===== src/rtl/core/line_edit_input_buffer_defines.svh =====
// Assertion macros shared by the line edit input buffer RTL.
// Depends on nothing; files that assert include it by name.
`ifndef LINE_EDIT_INPUT_BUFFER_DEFINES_SVH
`define LINE_EDIT_INPUT_BUFFER_DEFINES_SVH

// Same-cycle implication, sampled on the rising clock, off during reset.
`define LEIB_ASSERT_IMP(label, clk, rst_n, ante, cons) \
	label: assert property (@(posedge clk) disable iff (!(rst_n)) (ante) |-> (cons)) \
		else $error("line edit buffer check failed");

// Next-cycle implication, sampled on the rising clock, off during reset.
`define LEIB_ASSERT_NXT(label, clk, rst_n, ante, cons) \
	label: assert property (@(posedge clk) disable iff (!(rst_n)) (ante) |=> (cons)) \
		else $error("line edit buffer check failed");

`endif


===== src/rtl/core/leib_pkg.sv =====
// Package for the line edit input buffer: key codes, result codes, defaults.
// Depends on nothing.
`timescale 1ns / 1ps
`default_nettype none

package leib_pkg;

	localparam int LEIB_BUF_DEPTH = 128;

	localparam logic [7:0] KEY_NUL    = 8'h00;
	localparam logic [7:0] KEY_SOH    = 8'h01;
	localparam logic [7:0] KEY_STX    = 8'h02;
	localparam logic [7:0] KEY_CTRL_D = 8'h04;
	localparam logic [7:0] KEY_CTRL_H = 8'h08;
	localparam logic [7:0] KEY_LF     = 8'h0A;
	localparam logic [7:0] KEY_CR     = 8'h0D;
	localparam logic [7:0] KEY_CTRL_P = 8'h10;
	localparam logic [7:0] KEY_CTRL_U = 8'h15;
	localparam logic [7:0] KEY_DEL    = 8'h7F;

	typedef enum logic {
		CMD_KEY = 1'b0,
		CMD_POP = 1'b1
	} cmd_t;

	typedef enum logic [1:0] {
		ECHO_NONE  = 2'd0,
		ECHO_CHAR  = 2'd1,
		ECHO_ERASE = 2'd2
	} echo_kind_t;

	typedef enum logic [1:0] {
		RD_NONE  = 2'd0,
		RD_DATA  = 2'd1,
		RD_EOF   = 2'd2,
		RD_EMPTY = 2'd3
	} read_status_t;

endpackage

`default_nettype wire


===== src/rtl/core/line_edit_input_buffer.sv =====
// Line edit input buffer
//
// Canonical-mode keyboard line buffer. Input transfers on the s_ group carry
// either a keystroke (s_tuser = 0) or a reader pop (s_tuser = 1). Every input
// transfer yields exactly one result transfer on the m_ group: echo action,
// line commit and dump flags for keystrokes, or a popped byte / EOF / empty
// status for pops.
//
// An item passes the input register and then the result register before its
// result is offered. Throughput: one item per cycle while m_tready does not
// stall the result side, set by the single pass through the index logic and
// one line store write per cycle. The line store is a RAM read at the next read
// index every cycle, with a one-entry bypass for a write that lands on the slot
// being read.
//
// Reset: arst_n clears the three ring indices and both valid flags; store
// contents are left as they are, since only written slots are ever read.
// Stall: when m_tready is low, the result register holds, the input register
// holds its item, and s_tready drops once both are full. No transfer is lost.
`timescale 1ns / 1ps
`default_nettype none
`include "line_edit_input_buffer_defines.svh"

module line_edit_input_buffer #(
	parameter int BUF_DEPTH = leib_pkg::LEIB_BUF_DEPTH
) (
	input  wire logic        clk,
	input  wire logic        arst_n,
	// input channel
	input  wire logic        s_tvalid,
	output logic             s_tready,
	input  wire logic [15:0] s_tdata,   // key[7:0], first_of_read[8], zero fill
	input  wire logic        s_tuser,   // cmd[0]
	// result channel
	output logic             m_tvalid,
	input  wire logic        m_tready,
	output logic      [31:0] m_tdata,   // echo_char[7:0], erase_count[15:8],
	                                    // line_ready[16], dump_request[17],
	                                    // read_data[25:18], line_end[26], zero fill
	output logic      [3:0]  m_tuser    // echo_kind[1:0], read_status[3:2]
);

	import leib_pkg::*;

	// Ring indices run modulo twice the depth, so full and empty differ.
	localparam int IW = $clog2(2 * BUF_DEPTH);
	localparam int AW = (BUF_DEPTH > 1) ? $clog2(BUF_DEPTH) : 1;
	localparam int CW = (IW > 8) ? IW : 8;
	localparam logic [IW-1:0] IDX_LAST = IW'(2 * BUF_DEPTH - 1);
	localparam logic [IW-1:0] DEPTH_I  = IW'(BUF_DEPTH);
	localparam logic [IW:0]   MOD_W    = (IW + 1)'(2 * BUF_DEPTH);

	function automatic logic [IW-1:0] idx_inc(input logic [IW-1:0] i);
		return (i == IDX_LAST) ? '0 : i + IW'(1);
	endfunction

	function automatic logic [IW-1:0] idx_dist(input logic [IW-1:0] a,
	                                           input logic [IW-1:0] b);
		logic [IW:0] d;
		d = {1'b0, a} - {1'b0, b};
		if (d[IW]) begin
			d = d + MOD_W;
		end
		return d[IW-1:0];
	endfunction

	function automatic logic [AW-1:0] slot(input logic [IW-1:0] i);
		logic [IW-1:0] s;
		s = (i >= DEPTH_I) ? i - DEPTH_I : i;
		return s[AW-1:0];
	endfunction

	// input register
	logic       valid_s1;
	cmd_t       cmd_s1;
	logic [7:0] key_s1;
	logic       first_s1;

	// ring state
	logic [IW-1:0] read_q, commit_q, edit_q;
	logic [IW-1:0] read_n, commit_n, edit_n;

	// store access and write bypass
	logic          we;
	logic [AW-1:0] waddr, raddr;
	logic [7:0]    wdata, rdata;
	logic          hit_q;
	logic [7:0]    hit_data_q;
	logic [7:0]    head;

	// result register
	logic         out_valid_q;
	echo_kind_t   echo_kind_q, echo_kind_n;
	logic [7:0]   echo_char_q, echo_char_n;
	logic [7:0]   erase_count_q, erase_count_n;
	logic         line_ready_q, line_ready_n;
	logic         dump_request_q, dump_request_n;
	read_status_t read_status_q, read_status_n;
	logic [7:0]   read_data_q, read_data_n;
	logic         line_end_q, line_end_n;

	logic          advance;
	logic [IW-1:0] used, pending;
	logic [CW-1:0] pending_w;
	logic [7:0]    store_char;

	// Move the held item into the result register when that register frees.
	assign advance  = valid_s1 && (!out_valid_q || m_tready);
	assign s_tready = !valid_s1 || advance;

	always_ff @(posedge clk or negedge arst_n) begin
		if (!arst_n) begin
			valid_s1 <= 1'b0;
		end else if (s_tready) begin
			valid_s1 <= s_tvalid;
		end
	end

	always_ff @(posedge clk) begin
		if (s_tvalid && s_tready) begin
			cmd_s1   <= cmd_t'(s_tuser);
			key_s1   <= s_tdata[7:0];
			first_s1 <= s_tdata[8];
		end
	end

	// The RAM returns the slot addressed last cycle; a write to that slot in
	// the same cycle is taken from the bypass instead.
	assign head = hit_q ? hit_data_q : rdata;

	// Uncommitted text never holds LF (storing LF commits), so a kill erases
	// exactly the distance from commit to edit.
	assign used       = idx_dist(edit_q, read_q);
	assign pending    = idx_dist(edit_q, commit_q);
	assign pending_w  = CW'(pending);
	assign store_char = (key_s1 == KEY_CR) ? KEY_LF : key_s1;

	always_comb begin
		read_n         = read_q;
		commit_n       = commit_q;
		edit_n         = edit_q;
		we             = 1'b0;
		waddr          = slot(edit_q);
		wdata          = store_char;
		echo_kind_n    = ECHO_NONE;
		echo_char_n    = '0;
		erase_count_n  = '0;
		line_ready_n   = 1'b0;
		dump_request_n = 1'b0;
		read_status_n  = RD_NONE;
		read_data_n    = '0;
		line_end_n     = 1'b0;
		if (advance) begin
			case (cmd_s1)
				CMD_KEY: begin
					if (key_s1 == KEY_SOH || key_s1 == KEY_STX) begin
						// ignored keys
					end else if (key_s1 == KEY_CTRL_P) begin
						dump_request_n = 1'b1;
					end else if (key_s1 == KEY_CTRL_U) begin
						if (pending != '0) begin
							edit_n        = commit_q;
							echo_kind_n   = ECHO_ERASE;
							erase_count_n = (pending_w > CW'(255)) ? 8'd255 : pending_w[7:0];
						end
					end else if (key_s1 == KEY_CTRL_H || key_s1 == KEY_DEL) begin
						if (pending != '0) begin
							edit_n        = (edit_q == '0) ? IDX_LAST : edit_q - IW'(1);
							echo_kind_n   = ECHO_ERASE;
							erase_count_n = 8'd1;
						end
					end else if (key_s1 != KEY_NUL && used < DEPTH_I) begin
						we          = 1'b1;
						edit_n      = idx_inc(edit_q);
						echo_kind_n = ECHO_CHAR;
						echo_char_n = store_char;
						// commit on LF, ^D, or the byte that fills the ring
						if (store_char == KEY_LF || store_char == KEY_CTRL_D ||
						    used == DEPTH_I - IW'(1)) begin
							commit_n     = idx_inc(edit_q);
							line_ready_n = 1'b1;
						end
					end
				end
				CMD_POP: begin
					if (read_q == commit_q) begin
						read_status_n = RD_EMPTY;
					end else if (head == KEY_CTRL_D) begin
						read_status_n = RD_EOF;
						// leave a mid-read ^D for the next read request
						if (first_s1) begin
							read_n = idx_inc(read_q);
						end
					end else begin
						read_n        = idx_inc(read_q);
						read_status_n = RD_DATA;
						read_data_n   = head;
						line_end_n    = (head == KEY_LF);
					end
				end
				default: begin
				end
			endcase
		end
	end

	// Always read the slot the next read index points at.
	assign raddr = slot(read_n);

	leib_ram #(
		.WIDTH(8),
		.DEPTH(BUF_DEPTH)
	) u_line_store (
		.clk  (clk),
		.we   (we),
		.waddr(waddr),
		.wdata(wdata),
		.raddr(raddr),
		.rdata(rdata)
	);

	always_ff @(posedge clk or negedge arst_n) begin
		if (!arst_n) begin
			read_q   <= '0;
			commit_q <= '0;
			edit_q   <= '0;
			hit_q    <= 1'b0;
		end else begin
			read_q   <= read_n;
			commit_q <= commit_n;
			edit_q   <= edit_n;
			hit_q    <= we && (waddr == raddr);
		end
	end

	always_ff @(posedge clk) begin
		hit_data_q <= wdata;
	end

	// result register: fill on advance, drain on the receiver's transfer
	always_ff @(posedge clk or negedge arst_n) begin
		if (!arst_n) begin
			out_valid_q <= 1'b0;
		end else if (advance) begin
			out_valid_q <= 1'b1;
		end else if (m_tready) begin
			out_valid_q <= 1'b0;
		end
	end

	always_ff @(posedge clk) begin
		if (advance) begin
			echo_kind_q    <= echo_kind_n;
			echo_char_q    <= echo_char_n;
			erase_count_q  <= erase_count_n;
			line_ready_q   <= line_ready_n;
			dump_request_q <= dump_request_n;
			read_status_q  <= read_status_n;
			read_data_q    <= read_data_n;
			line_end_q     <= line_end_n;
		end
	end

	assign m_tvalid = out_valid_q;
	assign m_tdata  = {5'd0, line_end_q, read_data_q, dump_request_q, line_ready_q,
	                   erase_count_q, echo_char_q};
	assign m_tuser  = {read_status_q, echo_kind_q};

	// The ring never holds more than its depth, and committed text never
	// runs past the edit point.
	`LEIB_ASSERT_IMP(a_ring_bound, clk, arst_n, 1'b1, used <= DEPTH_I)
	`LEIB_ASSERT_IMP(a_commit_order, clk, arst_n, 1'b1,
		idx_dist(commit_q, read_q) <= used)
	// A commit brings the commit point up to the edit point.
	`LEIB_ASSERT_NXT(a_commit_meets_edit, clk, arst_n, advance && line_ready_n,
		commit_q == edit_q)
	// A pop that finds nothing committed leaves the read index alone.
	`LEIB_ASSERT_NXT(a_empty_pop_holds, clk, arst_n,
		advance && read_status_n == RD_EMPTY, read_q == $past(read_q))

endmodule

`default_nettype wire


===== src/rtl/core/leib_ram.sv =====
// Generic single-write, single-read RAM with registered read data.
// Depends on nothing.
`timescale 1ns / 1ps
`default_nettype none

module leib_ram #(
	parameter int WIDTH = 8,
	parameter int DEPTH = 128,
	localparam int AW = (DEPTH > 1) ? $clog2(DEPTH) : 1
) (
	input  wire logic             clk,
	input  wire logic             we,
	input  wire logic [AW-1:0]    waddr,
	input  wire logic [WIDTH-1:0] wdata,
	input  wire logic [AW-1:0]    raddr,
	output logic      [WIDTH-1:0] rdata
);

	logic [WIDTH-1:0] mem_q [DEPTH];

	always_ff @(posedge clk) begin
		if (we) begin
			mem_q[waddr] <= wdata;
		end
		rdata <= mem_q[raddr];
	end

endmodule

`default_nettype wire


===== config.mk =====
export PLATFORM = sky130hd
export DESIGN_NAME = line_edit_input_buffer
export DESIGN_NICKNAME = d
export VERILOG_FILES = /design/src/rtl/core/leib_pkg.sv /design/src/rtl/core/line_edit_input_buffer.sv /design/src/rtl/core/leib_ram.sv
export VERILOG_INCLUDE_DIRS = /design/src /design/src/rtl/core
export SDC_FILE = /design/constraint.sdc
export NUM_CORES = 1
export LEC_CHECK = 0
export ABC_AREA = 1
export BUFFER_PORTS_ARGS = -buffer_cell sky130_fd_sc_hd__buf_2
export CORE_MARGIN = 10
export CORE_UTILIZATION = 45
export DETAILED_ROUTE_END_ITERATION = 10
export GPL_TIMING_DRIVEN = 0
export SLEW_MARGIN = 10
export SYNTH_ARGS = -nofsm -noshare
export SYNTH_HDL_FRONTEND = slang
export SYNTH_SLANG_ARGS = --single-unit

===== constraint.sdc =====
create_clock -name clk -period 6.7 [get_ports clk]
set_clock_uncertainty 0.15 [all_clocks]
set_input_delay 0.335 -clock clk [delete_from_list [all_inputs] [get_ports clk]]
set_output_delay 0.335 -clock clk [all_outputs]
set_load 0.03 [all_outputs]

# Yosys cells after proc, flatten, opt, wreduce, memory -nomap -nowiden
# Memory sizes are Yosys's and may differ from the RTL's. A register that Yosys moved wholly into a read port is not among the register bits.
# Cells that the tools add are included.
op_classes:
  muxes: 43
  n_shift: 0
  reduce_logical: 23
  bitwise: 6
  n_eq_ne: 18
  n_div: 0
  n_lt_le_gt_ge: 4
  multipliers: 0
  addsub: 9
ops:
  columns: ["cell", "count"]
  rows:
  - ["$mux W8", 20]
  - ["$add A8 B1 Y8 const B", 4]
  - ["$eq A8 B4 Y1 const B", 4]
  - ["$sub A8 B8 Y9", 2]
  - ["$eq A8 B3 Y1 const B", 2]
  - ["$eq A8 B5 Y1 const B", 2]
  - ["$eq A8 B7 Y1 const B", 2]
  - ["$eq A8 B8 Y1 const B", 2]
  - ["$ge A8 B8 Y1 const B", 2]
  - ["$mux W1", 16]
  - ["$reduce_bool A8 Y1", 2]
  - ["$mux W7", 2]
  - ["$sub A7 B1 Y7 const B", 2]
  - ["$mux W2", 5]
  - ["$eq A8 B1 Y1 const B", 1]
  - ["$eq A8 B2 Y1 const B", 1]
  - ["$eq A8 B8 Y1", 1]
  - ["$gt A8 B8 Y1 const B", 1]
  - ["$logic_not A8 Y1", 1]
  - ["$lt A8 B8 Y1 const B", 1]
  - ["$reduce_and A8 Y1", 1]
  - ["$sub A8 B1 Y8 const B", 1]
  - ["$eq A7 B7 Y1", 1]
  - ["$reduce_and A7 Y1", 1]
  - ["11 further kinds", 26]
totals:
  ff_bits: 76
  memories: 1
  wordCells: 122
  output_inout_bits: 38
  ramBits: 1024
  inputBits: 21
  rom_bits: 0
  latch_bits: 0
mem_list:
  columns: ["name", "words", "word_bits", "read_ports", "rd_ports_with_merged_regs", "wr", "line_no", "text"]
  rows:
  - ["u_line_store.mem_q", 128, 8, 1, 1, 1, "leib_ram.sv:19", "logic [WIDTH-1:0] mem_q [DEPTH];"]

# Depth between registers and ports, before layout
logic_depth:
  depth_word: 14
  mapped_depth: 22
  depth_no_buf: 19

# Cells and area by module
# Synthesis repeated with hierarchy kept, for this count alone.
unflattened:
  cells_unflattened: 4197
  area_unflattened_um2: 46935.0
by_module_without_submodules:
  columns: ["module", "seq_area_each_um2", "cells_per_inst", "instances", "area_each_um2"]
  rows:
  - ["leib_ram", 30909.6, 3575, 1, 42104.1]
  - ["line_edit_input_buffer", 2067.0, 622, 1, 4830.9]

# Least setup slack after synthesis
# Ideal clock, no wire load.
synth_path:
  path_type: "register -> register"
  startpoint: "reg key_s1[5]"
  endpoint: "reg commit_q[1]"
  setup_time_ns: 0.131
  slack_ns: 1.460
  required_ns: 6.419
  n_path_buf: 1
  arrival_time_ns: 4.959
  stages_incl_launch_ff: 17
  synth_period_minus_slack_ns: 5.240
  path_cell_list: "edfxtp_1 inv_1 nand3_1 nor2_1 inv_1 nor3_1 nor2_1 inv_1 nand4_1 o21ai_0 nand2_1 o21ai_0 nand2_1 inv_1 nand2_1 clkbuf_1 o21ai_0"
synth_via:
  elab_chain_len: 6
  word_cells_on_any_way: 21
  cone_classes: "eq/ne: 9; mux: 1; bitwise: 4; reduce/logical: 7"
synth_lines:
  columns: ["element", "line_no", "text"]
  rows:
  - ["from (decl)", "line_edit_input_buffer.sv:76", "logic [7:0] key_s1;"]
  - ["from (signal assigned)", "line_edit_input_buffer.sv:122", "key_s1 <= s_tdata[7:0];"]
  - ["$eq A8 B4 Y1 *", "line_edit_input_buffer.sv:136", "assign store_char = (key_s1 == KEY_CR) ? KEY_LF : key_s1;"]
  - ["$mux W8 *", "line_edit_input_buffer.sv:136", null]
  - ["net store_char[2]", "line_edit_input_buffer.sv:105", "logic [7:0] store_char;"]
  - ["$eq A8 B4 Y1 / $eq A8 B3 Y1 (equally long branches)", "line_edit_input_buffer.sv:178", "if (store_char == KEY_LF || store_char == KEY_CTRL_D ||"]
  - ["$logic_or A1 B1 Y1 * (2 in series)", "line_edit_input_buffer.sv:178", null]
  - ["$reduce_and A8 Y1 (no source line) *", null, null]
  - ["to (signal assigned)", "line_edit_input_buffer.sv:230", "commit_q <= commit_n;"]
  - ["to (decl)", "line_edit_input_buffer.sv:80", "logic [IW-1:0] read_q, commit_q, edit_q;"]
# The timed path passes the listed nets; every way through them passes the cells marked *.
# A chain may end at the register's enable or synchronous reset.

# Worst setup path in the final report
layout_path:
  startpoint: "reg edit_q[0]"
  endpoint: "mem u_line_store.mem_q[62][3], enable pin"
layout_via:
  elab_chain_len: 14
  word_cells_on_any_way: 17
  cone_classes: "add/sub: 3; order compare: 2; mux: 11; reduce/logical: 1"
layout_lines:
  columns: ["element", "line_no", "text"]
  rows:
  - ["from (decl)", "line_edit_input_buffer.sv:80", null]
  - ["from (signal assigned)", "line_edit_input_buffer.sv:231", "edit_q <= edit_n;"]
  - ["$sub A8 B8 Y9", "line_edit_input_buffer.sv:60", "d = {1'b0, a} - {1'b0, b};"]
  - ["$add A8 B1 Y8", "line_edit_input_buffer.sv:62", "d = d + MOD_W;"]
  - ["$mux W8", "line_edit_input_buffer.sv:61", "if (d[IW]) begin"]
  - ["$lt A8 B8 Y1", "line_edit_input_buffer.sv:172", "end else if (key_s1 != KEY_NUL && used < DEPTH_I) begin"]
  - ["$logic_and A1 B1 Y1", "line_edit_input_buffer.sv:172", null]
  - ["$mux W1", "line_edit_input_buffer.sv:172", null]
  - ["$mux W1", "line_edit_input_buffer.sv:166", "end else if (key_s1 == KEY_CTRL_H || key_s1 == KEY_DEL) begin"]
  - ["$mux W1", "line_edit_input_buffer.sv:160", "end else if (key_s1 == KEY_CTRL_U) begin"]
  - ["$mux W1", "line_edit_input_buffer.sv:158", "end else if (key_s1 == KEY_CTRL_P) begin"]
  - ["$mux W1", "line_edit_input_buffer.sv:156", "if (key_s1 == KEY_SOH || key_s1 == KEY_STX) begin"]
  - ["$mux W1", "line_edit_input_buffer.sv:154", "case (cmd_s1)"]
  - ["$mux W1", "line_edit_input_buffer.sv:153", "if (advance) begin"]
  - ["$mux W1", "leib_ram.sv:22", "if (we) begin"]
  - ["$mux W1 (implied by the code)", "leib_ram.sv:23", "mem_q[waddr] <= wdata;"]
  - ["to (decl)", "leib_ram.sv:19", null]
# Parallel ways exist; a longest one is shown, timed or not.

==> impl_metrics.py <==
metrics = {
    "setup_path": {
        "max_stage_delay_ns": 0.91,
        "setup.worst_path.class": "flip-flop to flip-flop",
        "crit_path_start_kind": "flip-flop",
        "timing.critical_path.arrival_ns": 5.25,
        "timing.critical_path.max_delay_family": "simple AND/OR/NAND/NOR gates",
        "rr_startpoint": "edit_q[0]$_DFFE_PN0P_",
        "cp_bufs_invs": 3,
        "r2r_setup_slack_ns": 1.63,
        "crit_start": "edit_q[0]$_DFFE_PN0P_",
        "worst_path_max_delay_cell": "sky130_fd_sc_hd__nor2_1",
        "crit_required_ns": 6.88,
        "crit_path_end_kind": "flip-flop",
        "worstPathCellList": "clkinv_1 > ha_1 > nor2_1 > o21ai_1 > nand2_1 > nand2_1 > a21oi_1 > nand2_1 > nand3b_1 > or2_1 > o211ai_1 > nor2_1 > nand2_2 > inv_2 > buf_4 > nand3_1 > nor2_1",
        "critical_path_peak_fanout": 11,
    },
    "place": {
        "detailedPlacementHpwl_um": 111000,
        "place_congestion": 0.921,
        "placement.setup.worst_slack_ns": 1.67,
        "port_buf_inserts": 46,
    },
    "grt": {
        "grt.overflow.total": 0,
        "grt_first_pass_wirelength_um": 228000,
        "grt_pass1_vias": 33691,
        "globalRouteTotalUtil_pct": 24.8,
        "grt_max_degree": 78,
        "antenna_found_initial": 6,
    },
    "floorplan": {
        "floorplan.die.height_um": 353,
        "core_region_area_um2": 109000,
        "pin_count": 59,
        "x_dimension_of_the_die_um": 353,
        "die_area_um2": 124000,
        "rows": 121,
        "floorplan.initialDensity_pct": 45.6,
    },
    "clock_tree": {
        "cts_tree": "yes",
        "cts_made_buffers": 116,
        "clk-insertion-delay-late_ns": 0.72,
        "cts_repair_resize_count": 0,
        "cts_max_path_buffers": 3,
        "tritoncts_sink_count": 1108,
        "cts-htree-levels": 3,
        "cts-hold-fix-buffers": 15,
        "cts.root.buffer_cell": "sky130_fd_sc_hd__clkbuf_16",
        "post_cts.repair.setup_buffers": 0,
        "cts.clk_slew.worst_paths_ns": 0.06,
    },
    "layout": {
        "drive_gt1_share_pct": 11.2,
        "area_growth_syn_to_layout_pct": 13.8,
        "multiInputGateArea_um2": 13300,
        "mostFrequentLayoutCell": "sky130_fd_sc_hd__edfxtp_1",
        "final_cell_mix": "1065 x sky130_fd_sc_hd__edfxtp_1, 1021 x sky130_fd_sc_hd__nand3_1, 880 x sky130_fd_sc_hd__nand2_1, 511 x sky130_fd_sc_hd__inv_1, 375 x sky130_fd_sc_hd__nand3b_1",
        "num-nets-final": 4840,
        "area.sequential_um2": 33000,
        "layout.core_utilization_pct": 51.8,
        "num-fill-cells": 9677,
    },
    "timing": {
        "fin_worst_hold_slack_ns": 0.0976,
        "grt_setup_unrepaired": "no",
        "max_clock_freq_ghz": 0.197,
        "period_needed_ns": 5.07,
        "timing.final.ws_setup_ns": 1.63,
        "relSlewSlack_pct": 8.82,
        "hold_violations": 0,
        "setup_viol": 0,
        "timing_max_transition_violations_final": 0,
        "setup_tns_final_ns": 0,
        "worst_slew_pin_tran_ns": 1.37,
        "portion_of_the_clock_cycle_consumed_by_the_worst_path_in_the_final_layout_pct": 75.7,
    },
    "logic_synthesis": {
        "mappedNetlistArea_um2": 49800,
        "synth_area_leader_cell": "sky130_fd_sc_hd__edfxtp_1",
        "synth_seq_cells": 1108,
        "synthDominantCellAreaShare_pct": 64.2,
        "synthFlopType": "sky130_fd_sc_hd__edfxtp_1",
        "ys_top_cells_by_area": "sky130_fd_sc_hd__edfxtp_1 64%, sky130_fd_sc_hd__nand3_1 10%, sky130_fd_sc_hd__nand2_1 6.6%",
        "syn-mean-instance-area_um2": 10.8,
        "synth_enable_flop_cells": 1065,
        "synth_cells": 4591,
        "ys_warn_count": 0,
        "synth_sequential_area_ratio_pct": 66.2,
        "synth-async-reset-ratio_pct": 2.44,
        "count_of_different_cell_masters_after_synthesis": 46,
    },
    "drt": {
        "drt_pass_1_iters": 6,
        "per_cell_routed_wire_length_um": 24.9,
        "detail_route_antenna_nets": 0,
        "drc_violation_count_after_routing": 0,
        "dr_total_vias": 35558,
        "detail_route.wirelength_um": 159000,
        "dr.first_iter.drc_count": 4631,
        "avgViaCountPerCell": 5.58,
    },
    "power": {
        "peakVddDrop_mv": 0.309,
        "cellLeakagePower_nw": 21.9,
        "powerDensity_nw_per_um2": 417,
    },
    "status": {
        "run_status": "finished clean",
    },
    "min_path": {
        "min-delay-path-class": "primary input to asynchronous set/reset pin",
    },
    "flow_run": {
        "max_cap_viol_count": 0,
    },
}
==> state kept, by name, summed over array words and instances (netlist names) <==
register            flops
line_end_q              1
erase_count_q           8
echo_char_q             8
read_q                  8
echo_kind_q             2
line_ready_q            1
m_tvalid                1
hit_q                   1
dump_request_q          1
read_data_q             8
edit_q                  8
cmd_s1                  1
read_status_q           2
commit_q                8
u_line_store.rdata      8
key_s1                  8
valid_s1                1
u_line_store.mem_q   1024
first_s1                1
hit_data_q              8
==> report_power, final <==
| group | internal (mW) | total (mW) | switching (mW) |
|---|---|---|---|
| Sequential | 7.78 | 7.91 | 0.133 |
| Clock | 4.06 | 6.82 | 2.76 |
| Combinational | 2.35 | 8.92 | 6.57 |
| Total | 14.2 | 23.7 | 9.46 |
==> worst paths after layout <==
kind | cells after the start | endpoint
min reg2reg | 2 | commit_q[1]$_DFFE_PN0P_
max | 17 | u_line_store.mem_q[62][3]$_DFFE_PP_
max reg2reg | 17 | u_line_store.mem_q[62][3]$_DFFE_PP_
min | 2 | m_tvalid$_DFFE_PN0P_
max in group asynchronous | 2 | commit_q[6]$_DFFE_PN0P_
min in group clk | 2 | key_s1[3]$_DFFE_PP_
==> kinds of logic after synthesis <==
logic type                 synth area share, %
and+or+nand+nor                           24.9
DFF                                       66.2
buffers and inverters                     7.08
AOI/OAI and AO/OA                        0.899
xor gates and xnor gates                 0.402
adders and majority gates                0.533
other                                  0.00753
==> Yosys cell counts, drive strengths merged (2+ instances only) <==
master	instances
a21oi	16
a31oi	3
buf	246
clkbuf	58
clkinv	2
dfrtp	27
dfxtp	16
edfxtp	1065
fa	2
ha	18
inv	520
nand2	885
nand3	1028
nand3b	376
nand4	12
nor2	203
nor3	12
nor4	5
o211ai	11
o21a	2
o21ai	33
o221ai	2
o22ai	2
or2	18
xnor2	8
xor2	14
==> metal layers <==
| metal | GRT usage [%] | vias to the layer above | wire length [um] |
|---|---|---|---|
| li1 | - | 16207 | - |
| met1 | 32.9 | 17248 | 63700 |
| met2 | 39.4 | 1766 | 72600 |
| met3 | 4.59 | 331 | 15100 |
| met4 | 10.9 | 6 | 7450 |
| met5 | 0 | - | 34 |
==> area by class of cell <==
cell class,instances,share of cell area (%)
antenna,2,0.00883
buffer,304,2.80
clock buffer,139,5.48
clock inverter,76,1.63
inverter,522,3.47
multi-input combinational,2661,23.6
sequential,1108,58.2
tap,1476,3.26
timing repair buffer,86,1.61
==> per-stage QoR <==
stage / cells / instance area [um^2] / total power, mW
3_5_place_dp: 6141 / 52500 / 16.7
3_3_place_gp: 6117 / 51900 / 16.6
5_1_grt: 6372 / 56700 / 24.5
2_1_floorplan: 4595 / 49800 / 13.2
4_1_cts: 6371 / 56600 / 23.5
6_report: 6374 / 56700 / 23.7
No activity file was read; power rests on OpenSTA's default activity.
